**src/sv/node_pair_index_mapper_assert.svh**
```systemverilog
// Assertion macros for the node pair index mapper.
// Each macro expects clk and rst_n in scope where it is used.
`ifndef NODE_PAIR_INDEX_MAPPER_ASSERT_SVH
`define NODE_PAIR_INDEX_MAPPER_ASSERT_SVH

`ifndef SYNTHESIS
// Check a property on every clock edge outside reset.
`define NPIM_ASSERT(lbl, prop, msg) \
    lbl: assert property (@(posedge clk) disable iff (!rst_n) prop) else $error(msg);
// Check a property on every clock edge, reset included.
`define NPIM_ASSERT_ALWAYS(lbl, prop, msg) \
    lbl: assert property (@(posedge clk) prop) else $error(msg);
`else
`define NPIM_ASSERT(lbl, prop, msg)
`define NPIM_ASSERT_ALWAYS(lbl, prop, msg)
`endif

`endif

```
**src/sv/npim_pkg.sv**
```systemverilog
package npim_pkg;

    localparam int NPIM_MAX_NODES = 4096;

    // Configuration register indexes
    localparam logic [7:0] REG_DIRECTED_MODE = 8'd0;
    localparam logic [7:0] REG_SELF_LOOPS    = 8'd1;
    localparam logic [7:0] REG_NODE_COUNT    = 8'd2;

    // Request commands
    localparam logic CMD_ENCODE = 1'b0;
    localparam logic CMD_DECODE = 1'b1;

    // Number of digit steps shared by the square root and the divider
    localparam int STEPS = 14;

    // One pipeline slot; working fields are reused from stage to stage
    typedef struct packed {
        logic        valid;
        logic        cmd;
        logic        dir;
        logic        sl;
        logic [11:0] row;
        logic [11:0] col;
        logic [23:0] v;
        logic [12:0] n;
        logic        bad;
        logic [26:0] prod;
        logic [27:0] x;
        logic [16:0] rem;
        logic [13:0] acc;
        logic [23:0] idx;
    } npim_stage_t;

endpackage

```
**src/sv/node_pair_index_mapper.sv**
```systemverilog
// Node pair index mapper.
// Input stream s_*: s_tuser is the command (encode or decode), s_tdata carries
// row, col and index. Output stream m_*: m_tdata carries index_out, row_out
// and col_out, m_tuser the bad_request flag. Each request gives one result.
// Configuration is written on cfg_* (always ready); the user must write it only
// while no request is in flight, which the block does not enforce. Register 0
// is directed_mode, 1 self_loops, 2 node_count. Throughput: one request per
// cycle when the pipeline is not stalled; the depth is set by the 14 digit
// steps of the square root / divider chain plus the capture, multiply, check
// and two finishing stages (19 stages in all), passed in order.
// Each stage advances when the one after it is empty or moving, so bubbles
// are squeezed out and s_tready stays high while any stage is free.
// When m_tready is low the output holds and the pipeline fills up behind it;
// s_tready drops only when all stages are full.
// Reset (rst_n low, asynchronous) empties the pipeline and sets the registers
// to undirected, no self-loops, 4096 nodes.
`include "node_pair_index_mapper_assert.svh"

module node_pair_index_mapper
    import npim_pkg::*;
#(
    parameter int MAX_NODES = NPIM_MAX_NODES
)
(
    input  logic        clk,
    input  logic        rst_n,
    // config write
    input  logic        cfg_valid,
    output logic        cfg_ready,
    input  logic [7:0]  cfg_index,
    input  logic [12:0] cfg_data,
    // request stream
    input  logic        s_tvalid,
    output logic        s_tready,
    input  logic [47:0] s_tdata,   // row[11:0], col[23:12], index[47:24]
    input  logic        s_tuser,   // cmd[0]
    // result stream
    output logic        m_tvalid,
    input  logic        m_tready,
    output logic [47:0] m_tdata,   // index_out[23:0], row_out[35:24], col_out[47:36]
    output logic        m_tuser    // bad_request[0]
);

    localparam int NS      = STEPS + 5;
    localparam int S_MUL   = 1;
    localparam int S_CHK   = 2;
    localparam int S_STEP0 = 3;
    localparam int S_FIN1  = S_STEP0 + STEPS;
    localparam int S_FIN2  = S_FIN1 + 1;

    logic        directed_reg;
    logic        self_loops_reg;
    logic [12:0] node_count_reg;
    logic [12:0] n_eff;

    npim_stage_t st_reg  [NS];
    npim_stage_t st_next [NS];
    logic [NS-1:0] adv;

    // One shared digit step: square root for undirected, division for directed
    function automatic npim_stage_t step_f(input npim_stage_t s);
        npim_stage_t o;
        logic [16:0] r2;
        logic [16:0] trial;
        logic [13:0] d2;
        o = s;
        if (s.cmd == CMD_DECODE) begin
            if (!s.dir) begin
                r2    = {s.rem[14:0], s.x[27:26]};
                trial = {1'b0, s.acc, 2'b01};
                if (r2 >= trial) begin
                    o.rem = r2 - trial;
                    o.acc = {s.acc[12:0], 1'b1};
                end
                else begin
                    o.rem = r2;
                    o.acc = {s.acc[12:0], 1'b0};
                end
                o.x = {s.x[25:0], 2'b00};
            end
            else begin
                d2 = {s.rem[12:0], s.x[27]};
                if (d2 >= {1'b0, s.n}) begin
                    o.rem = {3'b0, d2 - {1'b0, s.n}};
                    o.acc = {s.acc[12:0], 1'b1};
                end
                else begin
                    o.rem = {3'b0, d2};
                    o.acc = {s.acc[12:0], 1'b0};
                end
                o.x = {s.x[26:0], 1'b0};
            end
        end
        return o;
    endfunction

    // Clamp node count to [2, MAX_NODES]
    always_comb
    begin
        if (node_count_reg < 13'd2)
            n_eff = 13'd2;
        else if ({19'b0, node_count_reg} > MAX_NODES)
            n_eff = 13'(MAX_NODES);
        else
            n_eff = node_count_reg;
    end

    // Configuration registers
    assign cfg_ready = 1'b1;

    always_ff @(posedge clk or negedge rst_n)
    begin
        if (!rst_n)
        begin
            directed_reg   <= 1'b0;
            self_loops_reg <= 1'b0;
            node_count_reg <= 13'd4096;
        end
        else if (cfg_valid)
        begin
            case (cfg_index)
                REG_DIRECTED_MODE: directed_reg   <= cfg_data[0];
                REG_SELF_LOOPS:    self_loops_reg <= cfg_data[0];
                REG_NODE_COUNT:    node_count_reg <= cfg_data;
                default:           ;
            endcase
        end
    end

    // Capture the request with the current mode
    always_comb
    begin
        st_next[0]       = '0;
        st_next[0].valid = s_tvalid;
        st_next[0].cmd   = s_tuser;
        st_next[0].dir   = directed_reg;
        st_next[0].sl    = self_loops_reg;
        st_next[0].row   = s_tdata[11:0];
        st_next[0].col   = s_tdata[23:12];
        st_next[0].v     = s_tdata[47:24];
        st_next[0].n     = n_eff;
    end

    // Multiply: pair base for encode, pair count for decode
    always_comb
    begin
        npim_stage_t s;
        logic [12:0] ma;
        logic [13:0] mb;
        logic [12:0] nm1;
        s   = st_reg[S_MUL-1];
        nm1 = s.n - 13'd1;
        if (s.cmd == CMD_DECODE) begin
            ma = s.n;
            if (s.dir)
                mb = s.sl ? {1'b0, s.n} : {1'b0, nm1};
            else
                mb = s.sl ? ({1'b0, s.n} + 14'd1) : {1'b0, nm1};
        end
        else begin
            ma = {1'b0, s.row};
            if (s.dir)
                mb = s.sl ? {1'b0, s.n} : {1'b0, nm1};
            else
                mb = s.sl ? ({2'b0, s.row} + 14'd1) : ({2'b0, s.row} - 14'd1);
        end
        st_next[S_MUL]      = s;
        st_next[S_MUL].prod = {14'b0, ma} * {13'b0, mb};
    end

    // Check range, finish encode, load the digit-step operands for decode
    always_comb
    begin
        npim_stage_t s;
        npim_stage_t o;
        logic [27:0] base;
        logic [27:0] sum;
        logic        corr;
        logic        bad;
        s    = st_reg[S_CHK-1];
        o    = s;
        bad  = 1'b0;
        base = s.dir ? {1'b0, s.prod} : {2'b0, s.prod[26:1]};
        corr = s.dir && !s.sl && (s.col > s.row);
        sum  = base + {16'b0, s.col} - {27'b0, corr};
        o.rem = '0;
        o.acc = '0;
        o.x   = '0;
        o.idx = '0;
        if (s.cmd == CMD_ENCODE) begin
            bad = ({1'b0, s.row} >= s.n) || ({1'b0, s.col} >= s.n);
            if (!s.dir)
                bad = bad || (s.col > s.row) || (!s.sl && (s.col == s.row));
            else
                bad = bad || (!s.sl && (s.col == s.row));
            bad   = bad || (sum > 28'hFFFFFF);
            o.bad = bad;
            o.idx = bad ? 24'd0 : sum[23:0];
        end
        else begin
            o.bad = ({4'b0, s.v} >= base);
            if (!s.dir) begin
                o.x = {1'b0, s.v, 3'b001};
            end
            else begin
                o.n   = s.sl ? s.n : (s.n - 13'd1);
                o.rem = {7'b0, s.v[23:14]};
                o.x   = {s.v[13:0], 14'b0};
            end
        end
        st_next[S_CHK] = o;
    end

    // Digit steps
    genvar g;
    generate
        for (g = S_STEP0; g < S_FIN1; g++)
        begin : g_step
            assign st_next[g] = step_f(st_reg[g-1]);
        end
    endgenerate

    // Undirected decode: triangular base of the root's row
    always_comb
    begin
        npim_stage_t s;
        logic [12:0] t;
        s = st_reg[S_FIN1-1];
        t = 13'((s.acc - 14'd1) >> 1);
        st_next[S_FIN1] = s;
        if (s.cmd == CMD_DECODE && !s.dir) begin
            st_next[S_FIN1].acc  = {1'b0, t};
            st_next[S_FIN1].prod = {14'b0, t} * ({14'b0, t} + 27'd1);
        end
    end

    // Form row and col, check their width, clear fields of bad requests
    always_comb
    begin
        npim_stage_t s;
        npim_stage_t o;
        logic [25:0] cf;
        logic [14:0] rf;
        logic        bad;
        s   = st_reg[S_FIN2-1];
        o   = s;
        cf  = '0;
        rf  = '0;
        bad = s.bad;
        if (s.cmd == CMD_DECODE) begin
            if (!s.dir) begin
                cf = {2'b0, s.v} - {s.prod[26:1]};
                rf = s.sl ? {1'b0, s.acc} : ({1'b0, s.acc} + 15'd1);
            end
            else begin
                rf = {1'b0, s.acc};
                cf = {9'b0, s.rem} +
                     {25'b0, (!s.sl && (s.rem >= {3'b0, s.acc}))};
            end
            bad   = s.bad || (rf > 15'd4095) || (cf > 26'd4095);
            o.bad = bad;
            o.row = bad ? 12'd0 : rf[11:0];
            o.col = bad ? 12'd0 : cf[11:0];
            o.idx = '0;
        end
        else begin
            o.row = '0;
            o.col = '0;
        end
        st_next[S_FIN2] = o;
    end

    // Advance a stage when it is empty or the next one moves
    assign adv[NS-1] = !st_reg[NS-1].valid || m_tready;
    generate
        for (g = 0; g < NS-1; g++)
        begin : g_adv
            assign adv[g] = !st_reg[g].valid || adv[g+1];
        end
    endgenerate

    // Pipeline registers
    always_ff @(posedge clk or negedge rst_n)
    begin
        if (!rst_n)
        begin
            for (int k = 0; k < NS; k++)
                st_reg[k].valid <= 1'b0;
        end
        else
        begin
            st_reg[0] <= adv[0] ? st_next[0] : st_reg[0];
            for (int k = 1; k < NS; k++)
                if (adv[k])
                    st_reg[k] <= st_next[k];
        end
    end

    assign s_tready = adv[0];
    assign m_tvalid = st_reg[NS-1].valid;
    assign m_tdata  = {st_reg[NS-1].col, st_reg[NS-1].row, st_reg[NS-1].idx};
    assign m_tuser  = st_reg[NS-1].bad;

    `NPIM_ASSERT(a_bad_zero, (m_tvalid && m_tuser) |-> (m_tdata == 48'd0),
                 "bad request result carries nonzero fields")
    `NPIM_ASSERT(a_enc_no_pair,
                 (m_tvalid && st_reg[NS-1].cmd == CMD_ENCODE) |-> (m_tdata[47:24] == 24'd0),
                 "encode result carries a row or col")
    `NPIM_ASSERT(a_dec_no_idx,
                 (m_tvalid && st_reg[NS-1].cmd == CMD_DECODE) |-> (m_tdata[23:0] == 24'd0),
                 "decode result carries an index")
    `NPIM_ASSERT(a_ready_when_out_free, !m_tvalid |-> s_tready,
                 "input stalled while the output stage is empty")
    `NPIM_ASSERT(a_rem_below_div,
                 (m_tvalid && st_reg[NS-1].cmd == CMD_DECODE && st_reg[NS-1].dir
                  && !m_tuser) |-> (st_reg[NS-1].rem < {4'b0, st_reg[NS-1].n}),
                 "division remainder not below divisor")

endmodule

```
**config.mk**
```make
export PLATFORM = sky130hd
export DESIGN_NAME = node_pair_index_mapper
export DESIGN_NICKNAME = d
export VERILOG_FILES = /design/src/sv/npim_pkg.sv /design/src/sv/node_pair_index_mapper.sv
export VERILOG_INCLUDE_DIRS = /design/src /design/src/sv
export SDC_FILE = /design/constraint.sdc
export NUM_CORES = 2
export LEC_CHECK = 0
export BUFFER_PORTS_ARGS = -buffer_cell sky130_fd_sc_hd__buf_4
export CAP_MARGIN = 20
export CORE_MARGIN = 2
export CORE_UTILIZATION = 50
export CTS_CLUSTER_DIAMETER = 30
export CTS_CLUSTER_SIZE = 30
export DETAILED_ROUTE_END_ITERATION = 7
export PLACE_DENSITY = 0.65
export SLEW_MARGIN = 5
export SYNTH_ARGS = -nofsm -noshare
export SYNTH_HDL_FRONTEND = slang
export SYNTH_SLANG_ARGS = --single-unit
```
**constraint.sdc**
```tcl
create_clock -name clk -period 16.2 [get_ports clk]
set_input_delay 1.62 -clock clk [delete_from_list [all_inputs] [get_ports clk]]
set_output_delay 1.62 -clock clk [all_outputs]
set_load 0.01 [all_outputs]
```
==> flow_summary.yaml <==
status:
  status: "complete, no violations"
global_route:
  grt_usage_pct: 22.3
  gr-usage-met3_pct: 3.08
  grt_use_met1_pct: 28.3
  grt_max_degree: 74
  grtUsageMet2_pct: 38.9
  top_usage_layer: "met2"
  grt_overflow: 0
  grt_pass1_vias: 73100
  grt_antenna_before_repair: 7
  grt_pass1_wl_microns: 416000
die:
  num_io_pins: 127
  row_count: 177
  dieHeight_microns: 487
  die_x_microns: 487
  core_sq_um: 232000
  die_area_sq_um: 237000
  initial_core_util_pct: 50.2
detailed_routing:
  avgRoutedWirePerCell_microns: 20.1
  wl_microns: 264000
  vias: 71700
  drtAntennaViolNets: 0
  drcViolationCount: 0
  vias_per_cell: 5.47
  drt-initial-drc-count: 4608
  drt-pass1-iter-count: 6
synthesis:
  synth.distinct_cells: 94
  synth_edf_count: 2226
  synth_flop_cell: "edfxtp_1"
  yosysWarnings: 0
  synth_nets: 10400
  netlist_top_cells_area: "edfxtp_1 57%, ha_1 6.5%, fa_1 4.8%, inv_1 3.0%, mux2i_1 2.7%"
  synth_area_leader_cell: "edfxtp_1"
  ys_ff_latch: 2260
  synthArstFlopShare_pct: 1.50
  synth.most_common_cell: "edfxtp_1"
  synth_cells: 9455
  yosys-top-cells-count: "2226 x edfxtp_1, 919 x inv_1, 696 x nor2_1"
  netlist_area_sq_um: 116000
  synth.avg_cell_area_sq_um: 12.3
  yosysSeqAreaShare_pct: 58.2
  yosys.area.top_type_share_pct: 57.4
timing:
  fin_setup_tns_ps: 0
  rsz0062_at_grt: "no"
  fmax_ghz: 0.104
  worst_slew_pin_slew_ps: 1190
  whs_ps: 336
  hold_viol: 0
  slew-limit-headroom_pct: 20.0
  finClkSkew_ps: 94.6
  fin_crit_sh_pct: 59.4
  min_period_ps: 9630
  slew_viol_final: 0
  finalSetupViolCount: 0
clock_network:
  cts.sinks: 2260
  clock_latency_ps: 960
  cts_buffers: 410
  clk_pin_slew_worst_paths_ps: 50
  cts_resized: 0
  htree_levels: 5
  postCtsSetupRepairBufs: 0
  cts_hold_buf: 0
  cts_buffer_depth: 4
  cts_tree: "built"
  root_buffer: "clkbuf_16"
worst_setup_path:
  r2r_slack_ps: 6570
  arrival_ps: 10360
  path_class: "flip-flop to flip-flop"
  cp.required_ps: 16930
  reg2reg_to: "st_next[107]$_DFFE_PP_"
  critPathSlowestCell: "a2111oi_1"
  crit_path_start_kind: "flip-flop"
  reg2reg_depth: 29
  r2r_start: "st_reg[376]$_DFFE_PP_"
  crit_fanout: 17
  worst_path_dominant_cell_family: "adder cells"
  endpoint_kind: "flip-flop"
  critPathBufInv: 6
  slowest_delay_ps: 670
final_layout:
  regArea_sq_um: 67700
  largest_reg_flops: 1587
  layout-drive-gt1-share_pct: 11.1
  multi_input_area_sq_um: 43700
  utilization_pct: 57.8
  nNetsFinal: 10700
  syn2layout_area_growth_pct: 15.3
  num-fill-cells: 18700
pwr:
  cellLeakagePower_nw: 53.3
  powerDensity_nw_per_um2: 183
  vdd_drop_max_v: 0.000319
  finalPower_w: 0.0245
worst_hold_path:
  hold_class: "flip-flop to flip-flop"
  min_from: "st_next[799]$_DFFE_PP_"
  whs_endpoint: "st_next[623]$_DFFE_PP_"
  holdPathStages: 0
placed_design:
  portBuffers: 125
  gp_congestion: 0.909
  dp_hpwl_microns: 193000
run:
  maxCapViolCount: 0
==> worst max-delay path by stage <==
stage                     startpoint                      end  slack (ps)  cells past startpoint
4_1_cts        st_reg[376]$_DFFE_PP_   st_next[107]$_DFFE_PP_        6480                     29
5_1_grt        st_reg[376]$_DFFE_PP_   st_next[107]$_DFFE_PP_        5910                     29
3_3_place_gp   st_reg[376]$_DFFE_PP_   st_next[107]$_DFFE_PP_        6650                     29
3_5_place_dp   st_reg[376]$_DFFE_PP_   st_next[107]$_DFFE_PP_        6580                     29
6_report       st_reg[376]$_DFFE_PP_   st_next[107]$_DFFE_PP_        6570                     29
2_1_floorplan               m_tready  st_next[1584]$_DFFE_PP_        3600                      7
==> metal layers <==
metal / wire (microns) / part of all wire, %
met1: 111000 / 42
met2: 132000 / 50
met3: 10700 / 4.1
met4: 9580 / 3.6
met5: 34 / 0.013
==> where the power goes <==
group          internal, W  switching [W]
clock network      0.00544        0.00289
logic              0.00345        0.00494
registers          0.00733       0.000450
total               0.0162        0.00828
==> placed cells by master, fill, tap and decap left out, types with 195 or more instances in the layout <==
| cell type | instances |
|---|---|
| edfxtp_1 | 2226 |
| inv_1 | 919 |
| nor2_1 | 696 |
| nand2_1 | 637 |
| ha_1 | 603 |
| a21oi_1 | 577 |
| o21ai_0 | 434 |
| clkbuf_16 | 417 |
| mux2i_1 | 317 |
| xnor2_1 | 281 |
| fa_1 | 280 |
| buf_4 | 229 |
| nor3_1 | 195 |
==> through the flow <==
| step | cell area (sq um) | std cells | setup slack [ps] |
|---|---|---|---|
| floorplan | 116000 | 9455 | 3600 |
| global placement | 120000 | 12300 | 6650 |
| detailed placement | 120000 | 12300 | 6580 |
| CTS | 134000 | 13100 | 6480 |
| global route | 134000 | 13100 | 5910 |
| finish | 134000 | 13100 | 6570 |
==> cell families after synthesis <==
logic type / share of synthesized area (%)
compound gates: 9.73
xor+xnor: 3.18
fa+ha+maj: 11.3
buf+inv: 4.40
flops: 58.2
mux: 3.51
other cells: 0.00322
simple gates: 9.73
==> area by class of cell <==
class / count / area share (%)
Antenna cell: 2 / 0.00373
Clock buffer: 444 / 7.86
Timing Repair Buffer: 232 / 1.29
Clock inverter: 301 / 2.40
Inverter: 930 / 2.60
Multi-Input combinational cell: 5888 / 32.6
Sequential cell: 2260 / 50.4
Tap cell: 3043 / 2.84
==> worst reg2reg max path, delay by kind of cell (launching register included) <==
family | cells | cell delay [ps]
fa+ha+maj | 8 | 4030
flops | 1 | 390
simple gates | 9 | 2420
compound gates | 6 | 1970
buf+inv | 6 | 630
Power figures use the tool's default switching activity.
